File: src/design/hbe_pkg.sv
// Shared types and constants for the histogram binning engine.
// Holds the register indexes, stream widths and the control bundles between modules.
// No dependencies.
package hbe_pkg;

   localparam int CSR_INDEX_W = 2;
   localparam int CSR_DATA_W = 32;

   localparam logic [CSR_INDEX_W-1:0] CSR_RANGE_MIN = 2'd0;
   localparam logic [CSR_INDEX_W-1:0] CSR_BINS_PER_UNIT = 2'd1;
   localparam logic [CSR_INDEX_W-1:0] CSR_BIN_COUNT = 2'd2;

   localparam logic [31:0] RANGE_MIN_RESET = 32'd0;
   localparam logic [31:0] BINS_PER_UNIT_RESET = 32'd65536;
   localparam logic [8:0] BIN_COUNT_RESET = 9'd256;

   localparam int SAMPLE_W = 32;
   localparam int READ_BIN_W = 8;
   localparam int BIN_INDEX_W = 8;
   localparam int COUNT_W = 32;

   localparam int REQ_TDATA_W = 40;
   localparam int RSP_TDATA_W = 40;

   localparam logic MODE_ACCUMULATE = 1'b0;
   localparam logic MODE_READ_CLEAR = 1'b1;

   typedef struct packed {
      logic load;
      logic mult;
   } calc_ctl_type;

   typedef struct packed {
      logic rd_en;
      logic wr_en;
      logic clear_op;
   } store_ctl_type;

endpackage

File: src/design/hbe_bin_calc.sv
// Bin index datapath: range offset, reciprocal multiply and clamp to the bins in use.
// Depends on hbe_pkg for the control bundle and field widths.
module hbe_bin_calc #(
   parameter int MAX_BINS = 256
) (
   input  logic                             clock,
   input  hbe_pkg::calc_ctl_type            ctl,
   input  logic                             mode,
   input  logic [hbe_pkg::SAMPLE_W-1:0]     sample,
   input  logic [hbe_pkg::READ_BIN_W-1:0]   read_bin,
   input  logic [31:0]                      range_min,
   input  logic [31:0]                      bins_per_unit,
   input  logic [8:0]                       bin_count,
   output logic                             item_mode,
   output logic [$clog2(MAX_BINS)-1:0]      bin_addr,
   output logic [hbe_pkg::BIN_INDEX_W-1:0]  bin_index,
   output logic [$clog2(MAX_BINS)-1:0]      last_bin,
   output logic                             bin_clamped,
   output logic                             bin_hit
);

   localparam int ADDR_W = $clog2(MAX_BINS);
   localparam int NUSE_W = ADDR_W + 1;

   logic                           mode_ff;
   logic [hbe_pkg::READ_BIN_W-1:0] read_bin_ff;
   logic                           below_ff;
   logic [31:0]                    diff_ff;
   logic [31:0]                    prod_hi_ff;

   logic [32:0]       diff_wide;
   logic [63:0]       prod;
   logic [NUSE_W-1:0] nuse;
   logic [NUSE_W-1:0] nuse_last;
   logic              hi_over;

   assign diff_wide = {sample[31], sample} - {range_min[31], range_min};
   assign prod = 64'(diff_ff) * 64'(bins_per_unit);

   always_ff @(posedge clock) begin
      if (ctl.load) begin
         mode_ff <= mode;
         read_bin_ff <= read_bin;
         below_ff <= diff_wide[32];
         diff_ff <= diff_wide[31:0];
      end
      if (ctl.mult) begin
         prod_hi_ff <= prod[63:32];
      end
   end

   always_comb begin
      if (bin_count == 9'd0) begin
         nuse = NUSE_W'(1);
      end else if (32'(bin_count) > MAX_BINS) begin
         nuse = NUSE_W'(MAX_BINS);
      end else begin
         nuse = NUSE_W'(bin_count);
      end
   end

   assign nuse_last = nuse - NUSE_W'(1);
   assign last_bin = nuse_last[ADDR_W-1:0];
   assign hi_over = prod_hi_ff >= 32'(nuse);

   always_comb begin
      if (mode_ff == hbe_pkg::MODE_READ_CLEAR) begin
         bin_addr = ADDR_W'(read_bin_ff);
      end else if (below_ff) begin
         bin_addr = '0;
      end else if (hi_over) begin
         bin_addr = last_bin;
      end else begin
         bin_addr = prod_hi_ff[ADDR_W-1:0];
      end
   end

   assign bin_index = (mode_ff == hbe_pkg::MODE_READ_CLEAR) ? read_bin_ff
                      : hbe_pkg::BIN_INDEX_W'(bin_addr);
   assign item_mode = mode_ff;
   assign bin_clamped = (mode_ff == hbe_pkg::MODE_ACCUMULATE) && (below_ff || hi_over);
   assign bin_hit = (mode_ff == hbe_pkg::MODE_ACCUMULATE) || (32'(read_bin_ff) < MAX_BINS);

endmodule

File: config.mk
export PLATFORM = sky130hd
export DESIGN_NAME = hbe_bin_calc
export DESIGN_NICKNAME = d
export VERILOG_FILES = /design/src/design/hbe_pkg.sv /design/src/design/hbe_bin_calc.sv
export SDC_FILE = /design/constraint.sdc
export NUM_CORES = 2
export LEC_CHECK = 0
export BUFFER_PORTS_ARGS = -buffer_cell sky130_fd_sc_hd__buf_2
export CELL_PAD_IN_SITES_DETAIL_PLACEMENT = 1
export CELL_PAD_IN_SITES_GLOBAL_PLACEMENT = 1
export CORE_MARGIN = 2
export CORE_UTILIZATION = 45
export CTS_BUF_LIST = sky130_fd_sc_hd__clkbuf_16
export CTS_CLUSTER_DIAMETER = 60
export DETAILED_ROUTE_END_ITERATION = 10
export GPL_TIMING_DRIVEN = 0
export PLACE_DENSITY = 0.85
export SLEW_MARGIN = 40
export SYNTH_ARGS = -nofsm -noshare
export SYNTH_HDL_FRONTEND = slang
export SYNTH_SLANG_ARGS = --single-unit
File: constraint.sdc
create_clock -name clock -period 19.8 [get_ports clock]
set_input_delay 0.99 -clock clock [delete_from_list [all_inputs] [get_ports clock]]
set_output_delay 0.99 -clock clock [all_outputs]
set_load 0.1 [all_outputs]
==> results.py <==
metrics = {
    "status": {
        "status": "completed",
    },
    "final_layout": {
        "layout-drive-gt1-share_pct": 5.083,
        "finalNetCount": 5461,
        "area_growth_syn_to_layout_pct": 6.374,
        "fillers": 9545,
        "stdcell_count": 5226,
    },
    "synth": {
        "netlist_top_cells_area": "fa_1 (48%), ha_1 (10%), and2_1 (9.9%)",
        "yosys.cell_count.top_type": "inv_1",
        "synth_edf_count": 74,
        "synth_top_area_cell": "fa_1",
        "ys.flop_type": "edfxtp_1",
        "syn_inst": 3992,
        "synthArstFlopShare_pct": 0,
        "synth-seq-cells": 74,
        "yosys-top-cells-count": "inv_1 (919), fa_1 (896), and2_1 (586)",
        "netlist.area_leader.share_pct": 48.30,
        "synth_fp_nets": 5307,
        "syn-cell-area_um2": 37140,
        "yosys_warnings": 0,
        "synth_area_per_cell_um2": 9.303,
        "yosys.cell_types.count": 72,
        "yosysSeqAreaShare_pct": 5.983,
    },
    "cts": {
        "numCtsBuffers": 9,
        "cts_sinks": 74,
        "clk_latency_ns": 0.39,
        "cts_hold_buffers": 0,
        "cts-root-buf": "clkbuf_16",
        "cts_resized": 0,
        "post_cts_buffers": 0,
        "tritoncts": "built",
        "cts.reportedPaths.clkPinSlew_ns": 0.06,
        "htreeDepth": 3,
        "cts_buffer_depth": 2,
    },
    "placement": {
        "hpwlAfterDp_um": 119700,
        "placedCellCount": 5205,
        "routabilityCongestion": 0.9898,
        "io_buffer_count": 142,
    },
    "drt": {
        "drtIter0Drc": 2185,
        "via_per_inst": 5.645,
        "num_vias": 29500,
        "wl_per_cell_um": 25.94,
        "drc": 0,
        "antenna_left": 0,
        "wl_um": 135600,
        "dr.pass1.iters": 5,
    },
    "grt": {
        "grt.total_usage_pct": 32.90,
        "grt_antenna_before_repair": 5,
        "grt_start_max_net_pins": 43,
        "grt-ovfl-total": 0,
        "grt_pass1_wl_um": 205600,
        "grt_pass1_vias": 33660,
    },
    "setup_path": {
        "cp_slowest_stage_delay_ns": 0.71,
        "cp_max_fo": 10,
        "critPathArrivalTime_ns": 9.81,
        "endpoint_kind": "register",
        "critPathKind": "in -> reg",
        "cpMostUsedCell": "fa_1",
        "slowest_stage": "clkbuf_1",
        "worstPathRequired_ns": 19.93,
        "start_kind": "input port",
    },
    "timing": {
        "worstMarginPinSlew_ns": 0.9776,
        "setup_viol": 0,
        "hold_viol_final": 0,
        "rsz0062_at_grt": "no",
        "max_slew_margin_pct": 34.83,
        "timing.fmax_ghz": 0.1033,
        "setup_tns_ns": 0,
        "fin_crit_ns": 9.682,
        "finalMaxSlewViolations": 0,
        "finClkSkew_ns": 0.01380,
        "period_share_pct": 48.90,
    },
    "die": {
        "die_w_um": 291.3,
        "num_rows": 105,
        "io_pins": 144,
        "core-area_um2": 81850,
        "die_h_um": 291.3,
        "die_area_um2": 84840,
        "start_util_pct": 45.37,
    },
    "flow_run": {
        "maxCapViolCount": 0,
    },
    "hold_path": {
        "worstHoldPathType": "in -> reg",
    },
}
cells by family after synthesis:
| family | count (synthesis) | synth area share [%] |
|---|---|---|
| simple gates | 1235 | 17.16 |
| fa+ha+maj | 1198 | 58.47 |
| buf+inv | 1135 | 11.57 |
| compound gates | 274 | 5.006 |
| flops | 74 | 5.983 |
| xor+xnor | 66 | 1.556 |
| mux | 9 | 0.2426 |
| other cells | 1 | 0.01010 |
worst max-delay path, delay by kind of cell:
kind / cells / cell delay [ns]
AOI/OAI and AO/OA: 4 / 1.37
and+or+nand+nor: 5 / 1.35
adders and majority gates: 9 / 4.62
buffers and inverters: 7 / 1.29
xor gates and xnor gates: 1 / 0.16
state kept, by name (all words and copies together), names as in the netlist:
register / count
below_ff: 1
prod_hi_ff: 32
read_bin_ff: 8
item_mode: 1
diff_ff: 32
area by class of cell:
class / instances / area [um^2] / share of cell area (%)
inverter: 919 / 3450 / 8.732
sequential: 74 / 2222 / 5.625
timing repair buffer: 143 / 720.7 / 1.824
buffer: 216 / 865.8 / 2.192
antenna: 5 / 12.51 / 0.03167
tap: 1070 / 1339 / 3.389
clock buffer: 9 / 225.2 / 0.5701
multi-input combinational: 2783 / 30630 / 77.53
clock inverter: 7 / 43.79 / 0.1109
layer usage:
| layer | GRT usage [%] | vias up | wire length, um | part of all wire (%) |
|---|---|---|---|---|
| met1 | 39.97 | 15360 | 49200 | 36 |
| met3 | 7.437 | 516 | 13260 | 9.8 |
| met2 | 53.58 | 1563 | 63140 | 47 |
| met5 | 0 | - | 0 | 0 |
| met4 | 19.79 | 0 | 9974 | 7.4 |
| li1 | - | 12060 | - | - |
through the flow:
step	worst slack (ns)	hold WS, ns	cell area (um^2)	util, %
finish	10.12	0.7778	39510	48.27
global route	9.998	0.7752	39490	48.25
CTS	10.28	0.7650	39480	48.24
detailed placement	9.896	1.169	39210	47.91
global placement	9.746	1.167	39190	47.88
floorplan	11.24	1.089	37140	-
layout by cell type (no fill, tap or decap), types with 11 or more instances in the layout:
master	count
inv_1	919
o21a_1	14
clkbuf_2	16
fa_1	896
a21oi_1	85
nand4_1	17
nand3_1	23
clkbuf_1	184
o21bai_1	11
and2_1	586
nor2_1	43
o21ai_0	36
buf_2	142
xor2_1	22
edfxtp_1	74
a21o_1	54
ha_1	302
xnor2_1	44
nand2_1	504
buf_4	11
final timing paths:
path,from,to,slack (ns),cells past startpoint
worst max register to register,diff_ff[24],prod_hi_ff[29],10.33,24
worst max-delay path,bins_per_unit[25],prod_hi_ff[26],10.12,26
worst min-delay path,read_bin[4],read_bin_ff[4],0.78,1
worst min register to register,diff_ff[31],prod_hi_ff[31],1.64,5
Power is not shown: default switching activity piles up to over one toggle a cycle in this logic, so the estimate is an artifact.
